--- src/hw/rtl/utf8v_pkg.sv ---
// Package for the UTF-8 text validator: error codes, verdict struct and byte constants.
// Depends on nothing; used by utf8v_core, utf8_text_validator_unit and the testbench.
package utf8v_pkg;

    typedef enum logic [3:0] {
        ERR_NONE      = 4'd0,
        ERR_LEAD      = 4'd1,
        ERR_CONT      = 4'd2,
        ERR_TRUNC     = 4'd3,
        ERR_OVERLONG  = 4'd4,
        ERR_SURROGATE = 4'd5,
        ERR_ABOVE     = 4'd6,
        ERR_NUL       = 4'd7,
        ERR_TOO_LONG  = 4'd8,
        ERR_EMPTY     = 4'd9
    } t_err;

    typedef struct packed {
        logic valid_res;
        t_err error_kind;
    } t_verdict;

    // Configuration register indexes
    typedef enum logic {
        REG_MAX_LENGTH       = 1'b0,
        REG_REQUIRE_NONEMPTY = 1'b1
    } t_reg;

    localparam logic [7:0] LEAD2_LO = 8'hC2;
    localparam logic [7:0] LEAD2_HI = 8'hDF;
    localparam logic [7:0] LEAD3_LO = 8'hE0;
    localparam logic [7:0] LEAD3_HI = 8'hEF;
    localparam logic [7:0] LEAD4_LO = 8'hF0;
    localparam logic [7:0] LEAD4_HI = 8'hF4;
    localparam logic [7:0] ASCII_END = 8'h80;

    localparam logic [20:0] CP_MIN3      = 21'h000800;
    localparam logic [20:0] CP_MIN4      = 21'h010000;
    localparam logic [20:0] CP_MAX       = 21'h10FFFF;
    localparam logic [20:0] CP_SURR_LO   = 21'h00D800;
    localparam logic [20:0] CP_SURR_HI   = 21'h00DFFF;

endpackage

--- src/hw/rtl/utf8v_if.sv ---
// Stream interfaces of the UTF-8 text validator: text bytes in, verdicts out.
// Depends on nothing beyond plain logic types.
interface utf8v_in_if;
    logic       valid;
    logic       ready;
    logic [7:0] data_byte;
    logic       last;
    logic       empty_string;

    modport source (output valid, output data_byte, output last, output empty_string,
                    input ready);
    modport sink   (input valid, input data_byte, input last, input empty_string,
                    output ready);
endinterface

interface utf8v_out_if;
    logic       valid;
    logic       ready;
    logic       valid_res;
    logic [3:0] error_kind;

    modport source (output valid, output valid_res, output error_kind, input ready);
    modport sink   (input valid, input valid_res, input error_kind, output ready);
endinterface

--- src/hw/rtl/utf8v_core.sv ---
// Per-string decode state and its per-item update for the UTF-8 text validator.
// Depends on utf8v_pkg.
module utf8v_core #(
    parameter int LENGTH_BITS = 16,
    parameter int MLW         = 16
) (
    input  logic                   i_clk,
    input  logic                   i_rst_n,
    input  logic                   i_step,
    input  logic [7:0]             i_byte,
    input  logic                   i_last,
    input  logic                   i_empty,
    input  logic [MLW-1:0]         i_max_length,
    input  logic                   i_require_nonempty,
    output utf8v_pkg::t_verdict    o_res
);

    localparam int CW = LENGTH_BITS + 1;
    localparam logic [CW-1:0] CNT_MAX = '1;

    logic [1:0]      r_pend, n_pend;
    logic [2:0]      r_seq, n_seq;
    logic [20:0]     r_acc, n_acc;
    logic [CW-1:0]   r_cnt, n_cnt;
    utf8v_pkg::t_err r_fe, n_fe, err;
    logic [20:0]     acc_sh;
    logic [1:0]      pend_dec;
    logic [CW-1:0]   max_ext;
    logic            ends;

    assign acc_sh   = {r_acc[14:0], i_byte[5:0]};
    assign pend_dec = r_pend - 2'd1;
    assign max_ext  = {{(CW-MLW){1'b0}}, i_max_length};
    assign ends     = i_empty | i_last;

    always_comb begin
        n_pend = r_pend;
        n_seq  = r_seq;
        n_acc  = r_acc;
        n_cnt  = r_cnt;
        err    = utf8v_pkg::ERR_NONE;
        if (i_empty) begin
            // empty item after bytes closes the string, flagging an open sequence as truncated
            if (r_cnt == '0) begin
                if (i_require_nonempty) begin
                    err = utf8v_pkg::ERR_EMPTY;
                end
            end else if (r_pend != 2'd0) begin
                err = utf8v_pkg::ERR_TRUNC;
            end
        end else begin
            n_cnt = (r_cnt == CNT_MAX) ? r_cnt : r_cnt + CW'(1);
            if (r_fe == utf8v_pkg::ERR_NONE) begin
                priority if (n_cnt > max_ext) begin
                    err = utf8v_pkg::ERR_TOO_LONG;
                end else if (i_byte == 8'h00) begin
                    err = utf8v_pkg::ERR_NUL;
                end else if (r_pend == 2'd0) begin
                    priority if (i_byte < utf8v_pkg::ASCII_END) begin
                        n_pend = 2'd0;
                    end else if (i_byte >= utf8v_pkg::LEAD2_LO &&
                                 i_byte <= utf8v_pkg::LEAD2_HI) begin
                        n_pend = 2'd1;
                        n_seq  = 3'd2;
                        n_acc  = {16'd0, i_byte[4:0]};
                    end else if (i_byte >= utf8v_pkg::LEAD3_LO &&
                                 i_byte <= utf8v_pkg::LEAD3_HI) begin
                        n_pend = 2'd2;
                        n_seq  = 3'd3;
                        n_acc  = {17'd0, i_byte[3:0]};
                    end else if (i_byte >= utf8v_pkg::LEAD4_LO &&
                                 i_byte <= utf8v_pkg::LEAD4_HI) begin
                        n_pend = 2'd3;
                        n_seq  = 3'd4;
                        n_acc  = {18'd0, i_byte[2:0]};
                    end else begin
                        err = utf8v_pkg::ERR_LEAD;
                    end
                end else if (i_byte[7:6] != 2'b10) begin
                    err = utf8v_pkg::ERR_CONT;
                end else begin
                    n_acc  = acc_sh;
                    n_pend = pend_dec;
                    if (pend_dec == 2'd0) begin
                        // sequence complete: range checks on the code point
                        priority if ((r_seq == 3'd3 && acc_sh < utf8v_pkg::CP_MIN3) ||
                                     (r_seq == 3'd4 && acc_sh < utf8v_pkg::CP_MIN4)) begin
                            err = utf8v_pkg::ERR_OVERLONG;
                        end else if (acc_sh > utf8v_pkg::CP_MAX) begin
                            err = utf8v_pkg::ERR_ABOVE;
                        end else if (acc_sh >= utf8v_pkg::CP_SURR_LO &&
                                     acc_sh <= utf8v_pkg::CP_SURR_HI) begin
                            err = utf8v_pkg::ERR_SURROGATE;
                        end else begin
                            err = utf8v_pkg::ERR_NONE;
                        end
                        n_seq = 3'd0;
                        n_acc = 21'd0;
                    end
                end
            end
            if (i_last && n_pend != 2'd0 && err == utf8v_pkg::ERR_NONE) begin
                err = utf8v_pkg::ERR_TRUNC;
            end
        end
        n_fe = (r_fe == utf8v_pkg::ERR_NONE) ? err : r_fe;
    end

    assign o_res.valid_res  = (n_fe == utf8v_pkg::ERR_NONE);
    assign o_res.error_kind = n_fe;

    always_ff @(posedge i_clk) begin
        if (!i_rst_n) begin
            r_pend <= 2'd0;
            r_seq  <= 3'd0;
            r_acc  <= 21'd0;
            r_cnt  <= '0;
            r_fe   <= utf8v_pkg::ERR_NONE;
        end else if (i_step) begin
            if (ends) begin
                r_pend <= 2'd0;
                r_seq  <= 3'd0;
                r_acc  <= 21'd0;
                r_cnt  <= '0;
                r_fe   <= utf8v_pkg::ERR_NONE;
            end else begin
                r_pend <= n_pend;
                r_seq  <= n_seq;
                r_acc  <= n_acc;
                r_cnt  <= n_cnt;
                r_fe   <= n_fe;
            end
        end
    end

    // continuations still due never reach the sequence length
    a_seq_tracks_pend: assert property (@(posedge i_clk) disable iff (!i_rst_n)
        r_pend != 2'd0 |-> (r_seq > {1'b0, r_pend} && r_seq <= 3'd4))
        else $error("sequence length out of step with pending count");

    a_idle_seq_clear: assert property (@(posedge i_clk) disable iff (!i_rst_n)
        r_pend == 2'd0 |-> (r_seq == 3'd0 && r_acc == 21'd0))
        else $error("decode state left over outside a sequence");

    a_no_error_before_bytes: assert property (@(posedge i_clk) disable iff (!i_rst_n)
        r_cnt == '0 |-> r_fe == utf8v_pkg::ERR_NONE)
        else $error("error recorded with no bytes counted");

endmodule

--- src/hw/rtl/utf8_text_validator_unit.sv ---
// Strict UTF-8 string validator. Takes one byte item per cycle (a new item can be
// accepted every clock unless the input is stalled) and gives a verdict item on the
// byte flagged last or on an empty_string item. The rate is set by the per-item update
// of the decode state in utf8v_core; an ending item passes the input register, then
// the result register, before its verdict is presented.
// A held-off verdict only stalls the input when a second ending item is waiting in
// the input register.
// Depends on utf8v_pkg, utf8v_in_if/utf8v_out_if and utf8v_core.
module utf8_text_validator_unit #(
    parameter int LENGTH_BITS = 16
) (
    input  logic                 i_clk,
    input  logic                 i_rst_n,
    utf8v_in_if.sink             i_text,
    utf8v_out_if.source          o_verdict,
    input  logic                 psel,
    input  logic                 penable,
    input  logic                 pwrite,
    input  logic [2:0]           paddr,
    input  logic [31:0]          pwdata,
    output logic [31:0]          prdata,
    output logic                 pready
);

    // max_length is held modulo 2^MLW, MLW being LENGTH_BITS capped at 16
    localparam int MLW = (LENGTH_BITS < 16) ? LENGTH_BITS : 16;

    logic [MLW-1:0]      r_max_length;
    logic                r_require_nonempty;
    logic                r_s1_valid;
    logic [7:0]          r_s1_byte;
    logic                r_s1_last;
    logic                r_s1_empty;
    logic                r_out_valid;
    utf8v_pkg::t_verdict r_out;
    utf8v_pkg::t_verdict core_res;
    logic                s1_ends;
    logic                s1_go;
    logic                in_ready;
    logic                cfg_wr;

    // ---- configuration port
    assign pready = 1'b1;
    assign cfg_wr = psel & penable & pwrite & pready;

    always_comb begin
        unique case (utf8v_pkg::t_reg'(paddr[2]))
            utf8v_pkg::REG_MAX_LENGTH:
                prdata = {{(32-MLW){1'b0}}, r_max_length};
            utf8v_pkg::REG_REQUIRE_NONEMPTY:
                prdata = {31'd0, r_require_nonempty};
            default:
                prdata = 32'd0;
        endcase
    end

    always_ff @(posedge i_clk) begin
        if (!i_rst_n) begin
            r_max_length       <= '1;
            r_require_nonempty <= 1'b1;
        end else if (cfg_wr) begin
            if (paddr[2] == utf8v_pkg::REG_MAX_LENGTH) begin
                r_max_length <= pwdata[MLW-1:0];
            end else begin
                r_require_nonempty <= pwdata[0];
            end
        end
    end

    // ---- input register and handshake
    assign s1_ends  = r_s1_empty | r_s1_last;
    assign s1_go    = r_s1_valid & (~s1_ends | ~r_out_valid | o_verdict.ready);
    assign in_ready = ~r_s1_valid | s1_go;
    assign i_text.ready = in_ready;

    always_ff @(posedge i_clk) begin
        if (!i_rst_n) begin
            r_s1_valid <= 1'b0;
        end else if (in_ready) begin
            r_s1_valid <= i_text.valid;
        end
    end

    always_ff @(posedge i_clk) begin
        if (in_ready && i_text.valid) begin
            r_s1_byte  <= i_text.data_byte;
            r_s1_last  <= i_text.last;
            r_s1_empty <= i_text.empty_string;
        end
    end

    utf8v_core #(
        .LENGTH_BITS (LENGTH_BITS),
        .MLW         (MLW)
    ) u_core (
        .i_clk              (i_clk),
        .i_rst_n            (i_rst_n),
        .i_step             (s1_go),
        .i_byte             (r_s1_byte),
        .i_last             (r_s1_last),
        .i_empty            (r_s1_empty),
        .i_max_length       (r_max_length),
        .i_require_nonempty (r_require_nonempty),
        .o_res              (core_res)
    );

    // ---- result register
    always_ff @(posedge i_clk) begin
        if (!i_rst_n) begin
            r_out_valid <= 1'b0;
        end else if (s1_go && s1_ends) begin
            r_out_valid <= 1'b1;
        end else if (o_verdict.ready) begin
            r_out_valid <= 1'b0;
        end
    end

    always_ff @(posedge i_clk) begin
        if (s1_go && s1_ends) begin
            r_out <= core_res;
        end
    end

    assign o_verdict.valid      = r_out_valid;
    assign o_verdict.valid_res  = r_out.valid_res;
    assign o_verdict.error_kind = r_out.error_kind;

    a_stall_only_when_full: assert property (@(posedge i_clk) disable iff (!i_rst_n)
        !in_ready |-> (r_s1_valid && s1_ends && r_out_valid))
        else $error("input held off without a blocked verdict");

    a_stalled_item_holds: assert property (@(posedge i_clk) disable iff (!i_rst_n)
        (r_s1_valid && !s1_go) |=> (r_s1_valid && $stable(r_s1_byte) &&
                                   $stable(r_s1_last) && $stable(r_s1_empty)))
        else $error("stalled item lost or changed in input register");

    a_verdict_consistent: assert property (@(posedge i_clk) disable iff (!i_rst_n)
        r_out_valid |-> (r_out.valid_res == (r_out.error_kind == utf8v_pkg::ERR_NONE)))
        else $error("verdict flag disagrees with error kind");

endmodule

--- src/flat_wrapper.sv ---
// flat-port wrapper written by rule: the top's interface ports become plain ports
module utf8_text_validator_unit_flat 
#(
    parameter int LENGTH_BITS = 16
)
  (i_clk, i_rst_n, psel, penable, pwrite, paddr, pwdata, prdata, pready, i_text_valid, i_text_data_byte, i_text_last, i_text_empty_string, i_text_ready, o_verdict_valid, o_verdict_valid_res, o_verdict_error_kind, o_verdict_ready);
  utf8v_in_if i_text_i ();
  utf8v_out_if o_verdict_i ();
  input  logic i_clk;
  input  logic i_rst_n;
  input  logic psel;
  input  logic penable;
  input  logic pwrite;
  input  logic [2:0] paddr;
  input  logic [31:0] pwdata;
  output logic [31:0] prdata;
  output logic pready;
  input wire logic [$bits(i_text_i.valid)-1:0] i_text_valid;
  input wire logic [$bits(i_text_i.data_byte)-1:0] i_text_data_byte;
  input wire logic [$bits(i_text_i.last)-1:0] i_text_last;
  input wire logic [$bits(i_text_i.empty_string)-1:0] i_text_empty_string;
  output wire logic [$bits(i_text_i.ready)-1:0] i_text_ready;
  output wire logic [$bits(o_verdict_i.valid)-1:0] o_verdict_valid;
  output wire logic [$bits(o_verdict_i.valid_res)-1:0] o_verdict_valid_res;
  output wire logic [$bits(o_verdict_i.error_kind)-1:0] o_verdict_error_kind;
  input wire logic [$bits(o_verdict_i.ready)-1:0] o_verdict_ready;
  assign i_text_i.valid = i_text_valid;
  assign i_text_i.data_byte = i_text_data_byte;
  assign i_text_i.last = i_text_last;
  assign i_text_i.empty_string = i_text_empty_string;
  assign i_text_ready = i_text_i.ready;
  assign o_verdict_valid = o_verdict_i.valid;
  assign o_verdict_valid_res = o_verdict_i.valid_res;
  assign o_verdict_error_kind = o_verdict_i.error_kind;
  assign o_verdict_i.ready = o_verdict_ready;
  utf8_text_validator_unit #(.LENGTH_BITS(LENGTH_BITS)) u_core (.i_clk(i_clk), .i_rst_n(i_rst_n), .i_text(i_text_i), .o_verdict(o_verdict_i), .psel(psel), .penable(penable), .pwrite(pwrite), .paddr(paddr), .pwdata(pwdata), .prdata(prdata), .pready(pready));
endmodule
--- config.mk ---
export PLATFORM = sky130hd
export DESIGN_NAME = utf8_text_validator_unit_flat
export DESIGN_NICKNAME = d
export VERILOG_FILES = /design/src/hw/rtl/utf8v_pkg.sv /design/src/hw/rtl/utf8v_if.sv /design/src/hw/rtl/utf8v_core.sv /design/src/hw/rtl/utf8_text_validator_unit.sv /design/src/flat_wrapper.sv
export SDC_FILE = /design/constraint.sdc
export NUM_CORES = 1
export LEC_CHECK = 0
export BUFFER_PORTS_ARGS = -buffer_cell sky130_fd_sc_hd__buf_4
export CORE_UTILIZATION = 27
export DETAILED_ROUTE_END_ITERATION = 8
export PLACE_DENSITY_LB_ADDON = 0.25
export RECOVER_POWER = 100
export SYNTH_ARGS = -nofsm -noshare
export SYNTH_HDL_FRONTEND = slang
export SYNTH_SLANG_ARGS = --single-unit
--- constraint.sdc ---
create_clock -name i_clk -period 6.1 [get_ports i_clk]
set_clock_uncertainty 0.2 [all_clocks]
set_input_delay 0.915 -clock i_clk [delete_from_list [all_inputs] [get_ports i_clk]]
set_output_delay 0.915 -clock i_clk [all_outputs]
set_load 0.05 [all_outputs]
==> results.yml <==
route:
  drcViolationCount: 0
  drt-wirelength-per-cell_microns: 13.6
  final_antenna_net_count: 0
  num_vias: 3635
  routed_wl_mm: 10.3
  drt_iter0_drc: 172
  vias_per_cell: 4.81
  dr.pass1.iters: 5
synthesis:
  syn_area_sq_um: 4310
  synth_edf_count: 15
  yosysUniqueCellTypes: 65
  yosys_warnings: 0
  ys_ff_latch: 75
  synth_ff_type: "dfxtp_1"
  seq_area_frac_synth_pct: 38.3
  syn_inst: 499
  avgSynthCellArea_sq_um: 8.65
  synthArstFlopShare_pct: 0
sta:
  relSlewSlack_pct: -49.7
  drv_slew: 59
  clock.fmax_mhz: 187
  fin_hold_ws_ns: 0.266
  fin_crit_ns: 5.36
  min_period_over_period_pct: 87.8
  tns_ns: 0
  setup_viol: 0
  finalHoldViolCount: 0
  worst_pin_slew_ns: 2.25
  rsz0062_at_grt: "false"
run:
  maxCapViolCount: 1
worst_setup_path:
  cp-start-kind: "flop"
  crit_type: "reg2reg"
  crit_fanout: 9
  r2r_slack_ns: 0.74
  worstSetupStartpoint: "u_core.u_core.r_cnt[0]$_SDFFE_PN0P_"
  reg2reg_to: "u_core.o_verdict.valid_res$_DFFE_PP_"
  crit_arrival_ns: 5.26
  end_kind: "flop"
  reg2reg_from: "u_core.u_core.r_cnt[0]$_SDFFE_PN0P_"
  critical_path_required_ns: 6.00
  rr_worst_depth: 17
pwr:
  power.density_nw_per_um2: 245
  vdd_drop_max_uv: 128
  leakage_nw: 1.98
hold_path:
  hold_path_end: "u_core.u_core.r_acc[1]$_SDFFE_PN0P_"
  holdPathStages: 2
  hp-start: "u_core.u_core.r_acc[1]$_SDFFE_PN0P_"
  hp-class: "reg2reg"
cts:
  ctsHtreeMaxLevel: 3
  cts_hold_buf: 0
  cts.sinks: 75
  cts-root-buf: "clkbuf_16"
  cts-resized-gates: 0
  cts_buffer_depth: 2
  postCtsSetupBuffers: 0
  cts_buffers: 9
  clk_latency_ns: 0.35
  cts_tree: "done"
  path_clk_slew_ns: 0.06
floorplanning:
  initial_utilization_pct: 28.1
  fp.coreArea_sq_um: 15400
  die_h_microns: 128
  top_level_ports: 92
  die_area_sq_um: 16500
  row_count: 45
  die_w_microns: 128
status:
  violations: "capacitance limit, slew limit"
  status: "complete, but fails checks"
layout:
  multi_input_area_sq_um: 2350
  antenna_cells: 0
  regArea_sq_um: 1650
  drive_gt1_share_pct: 11.7
  area_growth_pct: 16.4
  nNetsFinal: 612
  n_fill_cell: 1648
global_route:
  grt_pass1_wl_mm: 17.2
  grt-ovfl-total: 0
  grt_usage_pct: 13.4
  grt_max_degree: 59
  grt_pass1_vias: 3410
  antenna_found_initial: 0
placed_design:
  portBuffers: 56
  hpwl_mm: 7.65
  routabilityCongestion: 0.832
==> layout by cell type, fill, tap and decap left out, types with 2 or more instances in the layout <==
cell type | netlist | layout
clkbuf_1 | 18 | 25
a21o_1 | 3 | 3
edfxtp_1 | 15 | 15
a21boi_1 | 11 | 2
a22oi_1 | 14 | 14
nor4_1 | 12 | 12
dfxtp_1 | 60 | 60
conb_1 | 2 | 17
clkbuf_4 | 0 | 10
nor4b_1 | 3 | 4
mux2i_1 | 3 | 3
nand2_1 | 55 | 55
a211oi_2 | 2 | 2
clkinv_2 | 0 | 2
nor2_1 | 32 | 31
and4_1 | 3 | 3
o211ai_1 | 15 | 15
buf_4 | 18 | 24
o22ai_1 | 2 | 2
o21ai_0 | 9 | 10
inv_6 | 0 | 2
and3_1 | 3 | 3
mux2_2 | 2 | 2
a21boi_0 | 10 | 19
xnor2_1 | 10 | 10
nor2b_1 | 22 | 22
nand3_1 | 24 | 24
nand4_1 | 12 | 12
a21oi_1 | 19 | 19
xor2_1 | 5 | 5
clkbuf_16 | 0 | 10
inv_1 | 27 | 27
nand2b_1 | 4 | 4
and2_1 | 7 | 6
ha_1 | 20 | 20
a31oi_1 | 3 | 3
o31ai_1 | 1 | 2
nor3_1 | 14 | 14
==> routing by layer <==
metal	part of all wire, %	GRT usage (%)
met3	4.3	3.58
met5	0	0
met2	47	22.1
met4	1.6	4.98
met1	47	16.7
==> critical path, cell delays in order (launching register included) <==
cell	delay, ns
dfxtp_1	0.36
ha_1	0.26
nand2_1	0.11
nor4_1	0.07
nand4_1	0.28
nor4b_1	0.67
and2_1	0.32
nand3_1	0.12
xnor2_1	0.26
ha_1	0.29
a21o_1	0.19
a2111oi_2	0.41
o31ai_1	0.22
a21bo_1	0.32
o41ai_1	0.48
and3_1	0.24
a211oi_2	0.10
and4_1	0.19
==> sequential cells by signal (all words and copies together) (netlist names), 2 cells and up <==
signal	flops
u_core.r_max_length	16
u_core.u_core.r_acc	15
u_core.u_core.r_pend	2
u_core.o_verdict.error_kind	4
u_core.r_s1_byte	8
u_core.u_core.r_seq	3
u_core.u_core.r_cnt	17
u_core.u_core.r_fe	4
==> cell usage after synthesis, drive strengths merged, types with 15 or more instances <==
master / n / share of area [%]
nand3: 25 / 3.0
o211ai: 15 / 2.6
ha: 20 / 5.8
a21oi: 19 / 2.2
buf: 25 / 3.9
edfxtp: 15 / 10
nor2: 32 / 2.8
nand2: 55 / 4.8
clkbuf: 18 / 1.6
a21boi: 21 / 3.7
dfxtp: 60 / 28
nor2b: 22 / 3.2
inv: 27 / 2.3
==> metrics by stage <==
stage               instance area (sq um)  power (mW)  setup slack, ns  cells  util [%]
floorplan                            4370       0.662             1.75    514         -
global placement                     4830       0.700             1.11    740      31.5
detailed placement                   4830       0.702             1.03    740      31.5
CTS                                  5150        1.26            0.996    756      33.5
global route                         5020        1.29            0.297    756      32.7
finish                               5020        1.23            0.742    756      32.7
==> power by group <==
part	total [mW]	switching (mW)	internal, mW
Sequential	0.530	0.0106	0.519
Clock	0.553	0.210	0.343
Combinational	0.151	0.108	0.0425
==> kinds of logic after synthesis <==
group	Yosys count	synth area share (%)
adders and majority gates	20	5.80
AOI/OAI and AO/OA	108	18.6
DFF	75	38.3
muxes	5	1.22
buffers and inverters	70	7.86
xor gates and xnor gates	15	3.05
and+or+nand+nor	204	25.0
other	2	0.174
==> worst max path at each step <==
stage	end	slack, ns	depth (start not counted)
finish	u_core.o_verdict.valid_res$_DFFE_PP_	0.74	17
global placement	u_core.o_verdict.valid_res$_DFFE_PP_	1.11	17
global route	u_core.o_verdict.valid_res$_DFFE_PP_	0.30	17
floorplan	u_core.o_verdict.valid_res$_DFFE_PP_	1.75	17
CTS	u_core.o_verdict.valid_res$_DFFE_PP_	1.0	17
detailed placement	u_core.o_verdict.valid_res$_DFFE_PP_	1.03	17
==> layout make-up <==
| class | instances | share of cell area (%) |
|---|---|---|
| Tap cell | 211 | 5.26 |
| Sequential cell | 75 | 32.9 |
| Inverter | 27 | 2.02 |
| Multi-Input combinational cell | 369 | 46.8 |
| Timing Repair Buffer | 58 | 6.87 |
| Clock buffer | 11 | 5.06 |
| Clock inverter | 5 | 1.15 |
Note: power is estimated with default switching activity, not from simulation.
